File: src/rtl/smrs_pkg.sv
// Package for the sorted multiset rank/select block.
// Holds sizing constants, command and status codes and the sequencer state type.
// No dependencies.
package smrs_pkg;

    localparam int CAPACITY = 64;
    localparam int IDX_W    = $clog2(CAPACITY);
    localparam int CNT_W    = $clog2(CAPACITY + 1);
    localparam int DATA_W   = 32;
    localparam int OCC_W    = 7;

    typedef enum logic [2:0] {
        CMD_INSERT = 3'd0,
        CMD_DELETE = 3'd1,
        CMD_EXISTS = 3'd2,
        CMD_RANK   = 3'd3,
        CMD_SELECT = 3'd4,
        CMD_PRED   = 3'd5,
        CMD_SUCC   = 3'd6,
        CMD_CLEAR  = 3'd7
    } t_cmd;

    typedef enum logic [1:0] {
        STS_OK       = 2'd0,
        STS_NOTFOUND = 2'd1,
        STS_FULL     = 2'd2,
        STS_RANGE    = 2'd3
    } t_status;

    typedef enum logic [3:0] {
        S_IDLE,
        S_DISPATCH,
        S_SEARCH,
        S_SEARCH_CMP,
        S_POST,
        S_FETCH,
        S_UP_RD,
        S_UP_WR,
        S_PUT,
        S_DN_RD,
        S_DN_WR,
        S_RESP
    } t_state;

endpackage

File: src/rtl/smrs_ram.sv
// Generic single-write, single-read RAM with registered read data.
// Width and depth are parameters. No dependencies.
module smrs_ram #(
    parameter int WIDTH = 32,
    parameter int DEPTH = 64
) (
    input  logic                     i_clk,
    input  logic                     i_wr_en,
    input  logic [$clog2(DEPTH)-1:0] i_wr_addr,
    input  logic [WIDTH-1:0]         i_wr_data,
    input  logic [$clog2(DEPTH)-1:0] i_rd_addr,
    output logic [WIDTH-1:0]         o_rd_data
);

    logic [WIDTH-1:0] r_mem [DEPTH];
    logic [WIDTH-1:0] r_rd_data;

    always_ff @(posedge i_clk) begin
        if (i_wr_en) begin
            r_mem[i_wr_addr] <= i_wr_data;
        end
        r_rd_data <= r_mem[i_rd_addr];
    end

    assign o_rd_data = r_rd_data;

endmodule

File: src/rtl/sorted_multiset_rank_select.sv
// Sorted multiset of signed 32-bit values with rank and select queries.
// Depends on smrs_pkg and smrs_ram.
//
// Usage:
//   Input channel: i_in_valid / o_in_ready carry one command beat (i_cmd,
//   i_operand_value). Output channel: o_out_valid / i_out_ready carry one
//   result beat (o_answer, o_status, o_occupancy) for every command beat.
//   One command is processed at a time; o_in_ready is high only while the
//   sequencer is idle, and a new command may be taken while the previous
//   result still waits in the output register.
//   A binary search step reads through the single RAM read port in S_SEARCH
//   and compares with one comparator in S_SEARCH_CMP. Insert and delete
//   then move the tail one entry at a time, each in a read state and then
//   a write state (S_UP_RD/S_UP_WR, S_DN_RD/S_DN_WR).
//   Reset empties the store (count to zero) and drops any pending result;
//   the RAM contents are not cleared. While i_out_ready is low a finished
//   result holds and the sequencer waits before writing the next one.
module sorted_multiset_rank_select (
    input  logic        i_clk,
    input  logic        i_rst_n,
    input  logic        i_in_valid,
    output logic        o_in_ready,
    input  logic [2:0]  i_cmd,
    input  logic signed [31:0] i_operand_value,
    output logic        o_out_valid,
    input  logic        i_out_ready,
    output logic signed [31:0] o_answer,
    output logic [1:0]  o_status,
    output logic [6:0]  o_occupancy
);

    smrs_pkg::t_state  r_state, n_state;
    smrs_pkg::t_cmd    r_cmd, n_cmd;
    logic signed [smrs_pkg::DATA_W-1:0] r_val, n_val;
    logic [smrs_pkg::CNT_W-1:0] r_lo, n_lo;
    logic [smrs_pkg::CNT_W-1:0] r_hi, n_hi;
    logic [smrs_pkg::CNT_W-1:0] r_idx, n_idx;
    logic [smrs_pkg::CNT_W-1:0] r_count, n_count;
    logic [smrs_pkg::DATA_W-1:0] r_answer, n_answer;
    smrs_pkg::t_status r_status, n_status;
    logic        r_out_valid, n_out_valid;
    logic [smrs_pkg::DATA_W-1:0] r_o_answer, n_o_answer;
    logic [1:0]  r_o_status, n_o_status;
    logic [smrs_pkg::OCC_W-1:0] r_o_occ, n_o_occ;

    logic                        w_wr_en;
    logic [smrs_pkg::IDX_W-1:0]  w_wr_addr;
    logic [smrs_pkg::DATA_W-1:0] w_wr_data;
    logic [smrs_pkg::IDX_W-1:0]  w_rd_addr;
    logic [smrs_pkg::DATA_W-1:0] w_rd_data;

    logic                        w_lt;
    logic                        w_eq;
    logic [smrs_pkg::CNT_W:0]    w_sum;
    logic [smrs_pkg::CNT_W-1:0]  w_mid;
    logic [smrs_pkg::CNT_W:0]    w_idx_inc;
    logic [smrs_pkg::DATA_W-1:0] w_sel_m1;
    logic                        w_sel_ok;

    smrs_ram #(
        .WIDTH (smrs_pkg::DATA_W),
        .DEPTH (smrs_pkg::CAPACITY)
    ) u_ram (
        .i_clk     (i_clk),
        .i_wr_en   (w_wr_en),
        .i_wr_addr (w_wr_addr),
        .i_wr_data (w_wr_data),
        .i_rd_addr (w_rd_addr),
        .o_rd_data (w_rd_data)
    );

    assign w_lt      = $signed(w_rd_data) < r_val;
    assign w_eq      = w_rd_data == r_val;
    assign w_sum     = {1'b0, r_lo} + {1'b0, r_hi};
    assign w_mid     = w_sum[smrs_pkg::CNT_W:1];
    assign w_idx_inc = {1'b0, r_idx} + (smrs_pkg::CNT_W+1)'(1);
    assign w_sel_m1  = r_val - smrs_pkg::DATA_W'(1);
    assign w_sel_ok  = (r_val > 0) &&
                       ($unsigned(r_val) <= smrs_pkg::DATA_W'(r_count));

    always_ff @(posedge i_clk) begin
        if (!i_rst_n) begin
            r_state     <= smrs_pkg::S_IDLE;
            r_count     <= '0;
            r_out_valid <= 1'b0;
        end else begin
            r_state     <= n_state;
            r_count     <= n_count;
            r_out_valid <= n_out_valid;
        end
    end

    always_ff @(posedge i_clk) begin
        r_cmd      <= n_cmd;
        r_val      <= n_val;
        r_lo       <= n_lo;
        r_hi       <= n_hi;
        r_idx      <= n_idx;
        r_answer   <= n_answer;
        r_status   <= n_status;
        r_o_answer <= n_o_answer;
        r_o_status <= n_o_status;
        r_o_occ    <= n_o_occ;
    end

    always_comb begin
        n_state     = r_state;
        n_cmd       = r_cmd;
        n_val       = r_val;
        n_lo        = r_lo;
        n_hi        = r_hi;
        n_idx       = r_idx;
        n_count     = r_count;
        n_answer    = r_answer;
        n_status    = r_status;
        n_o_answer  = r_o_answer;
        n_o_status  = r_o_status;
        n_o_occ     = r_o_occ;
        n_out_valid = r_out_valid && !i_out_ready;
        w_wr_en     = 1'b0;
        w_wr_addr   = r_idx[smrs_pkg::IDX_W-1:0];
        w_wr_data   = w_rd_data;
        w_rd_addr   = '0;
        o_in_ready  = 1'b0;

        unique case (r_state)
            smrs_pkg::S_IDLE: begin
                o_in_ready = 1'b1;
                if (i_in_valid) begin
                    n_cmd   = smrs_pkg::t_cmd'(i_cmd);
                    n_val   = i_operand_value;
                    n_state = smrs_pkg::S_DISPATCH;
                end
            end
            smrs_pkg::S_DISPATCH: begin
                n_answer = '0;
                n_status = smrs_pkg::STS_OK;
                n_lo     = '0;
                n_hi     = r_count;
                n_state  = smrs_pkg::S_SEARCH;
                unique case (r_cmd)
                    smrs_pkg::CMD_INSERT: begin
                        if (r_count >= smrs_pkg::CNT_W'(smrs_pkg::CAPACITY)) begin
                            n_status = smrs_pkg::STS_FULL;
                            n_state  = smrs_pkg::S_RESP;
                        end
                    end
                    smrs_pkg::CMD_SELECT: begin
                        if (w_sel_ok) begin
                            w_rd_addr = w_sel_m1[smrs_pkg::IDX_W-1:0];
                            n_state   = smrs_pkg::S_FETCH;
                        end else begin
                            n_status = smrs_pkg::STS_RANGE;
                            n_state  = smrs_pkg::S_RESP;
                        end
                    end
                    smrs_pkg::CMD_CLEAR: begin
                        n_count = '0;
                        n_state = smrs_pkg::S_RESP;
                    end
                    smrs_pkg::CMD_DELETE, smrs_pkg::CMD_EXISTS, smrs_pkg::CMD_RANK,
                    smrs_pkg::CMD_PRED, smrs_pkg::CMD_SUCC: begin
                        n_state = smrs_pkg::S_SEARCH;
                    end
                endcase
            end
            smrs_pkg::S_SEARCH: begin
                if (r_lo < r_hi) begin
                    w_rd_addr = w_mid[smrs_pkg::IDX_W-1:0];
                    n_idx     = w_mid;
                    n_state   = smrs_pkg::S_SEARCH_CMP;
                end else begin
                    n_state = smrs_pkg::S_POST;
                end
            end
            smrs_pkg::S_SEARCH_CMP: begin
                if (w_lt || (w_eq && (r_cmd == smrs_pkg::CMD_SUCC))) begin
                    n_lo = w_idx_inc[smrs_pkg::CNT_W-1:0];
                end else begin
                    n_hi = r_idx;
                end
                n_state = smrs_pkg::S_SEARCH;
            end
            smrs_pkg::S_POST: begin
                n_state = smrs_pkg::S_RESP;
                unique case (r_cmd)
                    smrs_pkg::CMD_INSERT: begin
                        n_idx   = r_count;
                        n_state = smrs_pkg::S_UP_RD;
                    end
                    smrs_pkg::CMD_DELETE, smrs_pkg::CMD_EXISTS, smrs_pkg::CMD_SUCC: begin
                        if (r_lo < r_count) begin
                            w_rd_addr = r_lo[smrs_pkg::IDX_W-1:0];
                            n_state   = smrs_pkg::S_FETCH;
                        end else if (r_cmd != smrs_pkg::CMD_EXISTS) begin
                            n_status = smrs_pkg::STS_NOTFOUND;
                        end
                    end
                    smrs_pkg::CMD_RANK: begin
                        n_answer = smrs_pkg::DATA_W'(r_lo) + smrs_pkg::DATA_W'(1);
                    end
                    smrs_pkg::CMD_PRED: begin
                        if (r_lo == '0) begin
                            n_status = smrs_pkg::STS_NOTFOUND;
                        end else begin
                            w_rd_addr = smrs_pkg::IDX_W'(r_lo - smrs_pkg::CNT_W'(1));
                            n_state   = smrs_pkg::S_FETCH;
                        end
                    end
                    smrs_pkg::CMD_SELECT, smrs_pkg::CMD_CLEAR: begin
                        n_state = smrs_pkg::S_RESP;
                    end
                endcase
            end
            smrs_pkg::S_FETCH: begin
                n_state = smrs_pkg::S_RESP;
                unique case (r_cmd)
                    smrs_pkg::CMD_EXISTS: begin
                        n_answer = w_eq ? smrs_pkg::DATA_W'(1) : '0;
                    end
                    smrs_pkg::CMD_DELETE: begin
                        if (w_eq) begin
                            n_idx   = r_lo;
                            n_state = smrs_pkg::S_DN_RD;
                        end else begin
                            n_status = smrs_pkg::STS_NOTFOUND;
                        end
                    end
                    smrs_pkg::CMD_SELECT, smrs_pkg::CMD_PRED, smrs_pkg::CMD_SUCC: begin
                        n_answer = w_rd_data;
                    end
                    smrs_pkg::CMD_INSERT, smrs_pkg::CMD_RANK, smrs_pkg::CMD_CLEAR: begin
                        n_state = smrs_pkg::S_RESP;
                    end
                endcase
            end
            smrs_pkg::S_UP_RD: begin
                if (r_idx > r_lo) begin
                    w_rd_addr = smrs_pkg::IDX_W'(r_idx - smrs_pkg::CNT_W'(1));
                    n_state   = smrs_pkg::S_UP_WR;
                end else begin
                    n_state = smrs_pkg::S_PUT;
                end
            end
            smrs_pkg::S_UP_WR: begin
                w_wr_en = 1'b1;
                n_idx   = r_idx - smrs_pkg::CNT_W'(1);
                n_state = smrs_pkg::S_UP_RD;
            end
            smrs_pkg::S_PUT: begin
                w_wr_en   = 1'b1;
                w_wr_addr = r_lo[smrs_pkg::IDX_W-1:0];
                w_wr_data = r_val;
                n_count   = r_count + smrs_pkg::CNT_W'(1);
                n_state   = smrs_pkg::S_RESP;
            end
            smrs_pkg::S_DN_RD: begin
                if (w_idx_inc < {1'b0, r_count}) begin
                    w_rd_addr = w_idx_inc[smrs_pkg::IDX_W-1:0];
                    n_state   = smrs_pkg::S_DN_WR;
                end else begin
                    n_count = r_count - smrs_pkg::CNT_W'(1);
                    n_state = smrs_pkg::S_RESP;
                end
            end
            smrs_pkg::S_DN_WR: begin
                w_wr_en = 1'b1;
                n_idx   = w_idx_inc[smrs_pkg::CNT_W-1:0];
                n_state = smrs_pkg::S_DN_RD;
            end
            smrs_pkg::S_RESP: begin
                if (!r_out_valid || i_out_ready) begin
                    n_o_answer  = r_answer;
                    n_o_status  = r_status;
                    n_o_occ     = smrs_pkg::OCC_W'(r_count);
                    n_out_valid = 1'b1;
                    n_state     = smrs_pkg::S_IDLE;
                end
            end
            default: begin
                n_state = smrs_pkg::S_IDLE;
            end
        endcase
    end

    assign o_out_valid = r_out_valid;
    assign o_answer    = r_o_answer;
    assign o_status    = r_o_status;
    assign o_occupancy = r_o_occ;

endmodule

File: config.mk
export PLATFORM = sky130hd
export DESIGN_NAME = sorted_multiset_rank_select
export DESIGN_NICKNAME = d
export VERILOG_FILES = /design/src/rtl/smrs_pkg.sv /design/src/rtl/smrs_ram.sv /design/src/rtl/sorted_multiset_rank_select.sv
export SDC_FILE = /design/constraint.sdc
export NUM_CORES = 2
export LEC_CHECK = 0
export BUFFER_PORTS_ARGS = -buffer_cell sky130_fd_sc_hd__buf_2
export CORE_UTILIZATION = 55
export CTS_CLUSTER_SIZE = 12
export DETAILED_ROUTE_END_ITERATION = 8
export PLACE_DENSITY = 0.74
export REMOVE_ABC_BUFFERS = 1
export SETUP_SLACK_MARGIN = 0.5
export SYNTH_ARGS = -nofsm -noshare
export SYNTH_HDL_FRONTEND = slang
export SYNTH_SLANG_ARGS = --single-unit
File: constraint.sdc
create_clock -name i_clk -period 4.6 [get_ports i_clk]
set_clock_uncertainty 0.2 [all_clocks]
set_input_delay 0.92 -clock i_clk [delete_from_list [all_inputs] [get_ports i_clk]]
set_output_delay 0.92 -clock i_clk [all_outputs]
set_load 0.1 [all_outputs]
==> impl_results.md <==
- Status: complete, but fails checks
- Failing checks: setup timing
- Yosys top cell area share: around 73%
- TritonRoute pass-1 iters: 7
- Fraction of final layout cells with drive strength greater than 1: ~24%
- WHS: between 0.03 and 0.04 ns
- Via count: ~61000
- Pin count of the biggest net entering global routing: between 60 and 70
- Dpl cells: 8674
- Tot GR Track Use: between 30% and 40%
- Die area: 0.164 mm2
- Kind of critical path: flip-flop to flip-flop
- Compound-Gate Fraction of Synth Area: 8.62%
- Total core area: around 0.16 mm2
- Routed WL per cell: about 31 um
- F_max: 206 MHz
- CTS tree: yes
- Max-slew violation count: 0
- Clk sink count: 2223
- Number of synthesized flops with an enable pin: 2179
- RSZ-0062 raised after global routing: true
- Placed cell area: around 0.098 mm2
- Commonest non-fill, non-tap cell in the layout: edfxtp_1
- Number of max-cap violations: 0
- Async set or reset register ratio after synthesis: 0%
- Worst-Margin Slew: between 1 and 1.5 ns
- Post-synthesis mux area share: 4.05%
- Static Leak: approximately 39 nW
- # DRC: 0
- Die height: ~410 um
- Synth area leaders: edfxtp_1 (73%), nand2_1 (5.1%), mux2i_1 (3.6%)
- Final setup viols: 15
- Post-synthesis sequential area ratio: 74.1%
- Primary FF master, synth: edfxtp_1
- Fin worst setup slack: -0.262 ns
- Period minus WS final: a little under 5 ns
- Worst-path fanout max: 10
- Pwr Density: between 500 and 600 mW/mm2
- Slew margin rel.: a little under a quarter
- Row Count: approximately 150
- Initial Utilization: between 50 and 60%
- Area growth syn-to-layout: 23.6%
- Total Wirelength: 290000 um
- Yosys reg bits: ~2200
- IO Pins: 82
- Total CTS buffers: ~220
- Final Hold Viols: 0
- Critical Path RT: 5.08 ns
- Fin Setup TNS: -0.818 ns
- Post-Synthesis Cells: between 6000 and 7000
- Routability Congestion: around 0.93
- Post-synth top area cell: edfxtp_1
- Tcrit/Tclk final: 106%
- Layout Nets: 7039
- Root buffer cell: clkbuf_16
- Peak supply drop: 494 uV
- Grt ovf: 0
- Worst setup SP type: flip-flop
- Synth Area in Simple Gates: 9.37%
- PnR Total Power: 64.7 mW
- Most frequent cells in the layout: edfxtp_1 (2179), nand2_1 (1182), buf_4 (484)
- Post-DRT Antenna Nets: 0
- Initial drt markers: slightly below 9000
- Via/cell ratio: roughly 6.6
- Hold Path Class: input port to flip-flop
- Post-Synth Adder-Cell Area: under 10%
- Non-Filler Instances: 9222
- Combinational family with the most area after synthesis: simple AND/OR/NAND/NOR gates
- Yosys warnings: 0
- Synthesized area: between 0.08 and 0.09 mm2
- H-tree depth: 4
- Dpl hpwl: 166000 um
- IO buf count: slightly above 80
- Crit path capture type: flip-flop
- Synth Area in XOR/XNOR: 0.294%
- Yosys cell types: 78
- First-pass GRT wire length: slightly above 400000 um
- Antenna violations before repair: 7
- Clock slew at reported path FFs: about 0.060 ns
- Final Cell Area: approximately 0.11 mm2
- Syn Area/Cell: between 10 and 15 um2
- Die W: 405 um
- CP arrival: 5.34 ns
- Later-pin clock latency in the skew report: 0.86 ns
- Vias in the first global route: 58694
- Clk buf depth: 3
==> power breakdown <==
group          internal (mW)  switching (mW)
sequential              26.3           0.738
combinational           7.21            13.8
clock                   9.14            7.46
total                   42.7            22.0
==> critical path, stage by stage, from the launching register on <==
cell and delay (ns):
edfxtp_1 0.46, nand3_2 0.11, or2_4 0.26, xor2_2 0.16, inv_2 0.06, ha_4 0.24
a21o_1 0.19, a21oi_2 0.16, o21ai_2 0.08, or4_4 0.55, a21o_4 0.31, and2_4 0.20
buf_12 0.16, buf_16 0.16, buf_16 0.16, a21oi_1 0.22, nand2_1 0.13, a31o_1 0.25
a221oi_2 0.53, a211oi_2 0.11
==> synth_stat cells (6+ instances only) <==
master,number
edfxtp_1,2179
o221a_2,6
a31oi_1,188
a31o_1,26
and2_1,32
buf_2,107
nor2b_1,16
a211oi_1,175
inv_1,71
xor2_1,9
a21o_1,21
mux2i_1,320
dfxtp_1,44
a22o_1,27
nor4_1,8
ha_1,82
nand2_1,1209
a21boi_0,7
o2111ai_1,39
o31ai_1,6
buf_4,36
a221oi_1,68
a2111oi_0,6
a21oi_1,248
buf_1,34
nand4_1,20
mux2_2,37
clkbuf_1,207
o21ai_1,9
a22oi_1,34
and3_1,147
nor2_1,129
o221ai_1,93
o211ai_1,9
buf_6,11
nor2_2,6
a32oi_1,20
o21a_1,10
o22ai_1,34
nor3_1,18
xnor2_1,21
nand3_1,302
o21ai_0,37
nand2b_1,11
==> state kept, by name (all words and copies together), names as in the netlist <==
name	count
u_ram.o_rd_data	32
o_answer	32
r_lo	7
u_ram.r_mem	2048
r_count	7
r_val	32
r_cmd	3
o_out_valid	1
r_answer	32
r_idx	7
r_hi	7
o_occupancy	7
r_status	2
o_status	2
r_state	4
==> per-stage QoR <==
stage	setup WS [ns]	utilization [%]
2_1_floorplan	-36.16	-
3_3_place_gp	-0.531	61.1
3_5_place_dp	-0.482	61.1
4_1_cts	0.0719	67.5
5_1_grt	-0.259	68.7
6_report	-0.262	68.7
==> worst paths after layout <==
check                          endpoint  depth (start not counted)                   start  slack [ns]
max          u_ram.o_rd_data[7]$_DFF_P_                         19      r_idx[0]$_DFFE_PP_       -0.26
min                  r_val[6]$_DFFE_PP_                          1      i_operand_value[6]        0.04
max reg2reg  u_ram.o_rd_data[7]$_DFF_P_                         19      r_idx[0]$_DFFE_PP_       -0.26
min reg2reg      o_answer[11]$_DFFE_PP_                          0  r_answer[11]$_DFFE_PP_        0.22
==> logic make-up (layout without fill, tap and decap cells) <==
family,count (synthesis),count (layout)
xor+xnor,30,30
fa+ha+maj,84,84
flops,2223,2223
other cells,0,3
simple gates,1927,1929
mux,357,357
buf+inv,466,1340
compound gates,1096,1096
==> routing by layer <==
metal	vias to the layer above	global-route usage (%)	share of wire (%)	routed length [um]
met3	987	9.00	14	39200
met1	30208	43.9	34	98300
met2	4845	53.5	46	133000
li1	25219	-	-	-
met4	0	19.7	6.6	19200
met5	-	0	0	0
==> layout make-up <==
type,count,area (um2)
clock buffers,325,6030
fillers,9870,50400
diodes,3,7.51
clock inverters,36,387
multi-input cells,3496,24200
repair buffers,908,10600
inverters,71,267
flip-flops and latches,2223,66300
well taps,2160,2700
==> repair_timing <==
item | in CTS | in global routing
hold buffers | 5 | 0
hold endpoints to repair | 5 | 0
pin swaps | 122 | 140
gates cloned | 42 | 7
setup endpoints to repair | 32 | 40
setup buffers | 101 | 29
resized for setup | 372 | 298
Power figures use the tool's default switching activity.
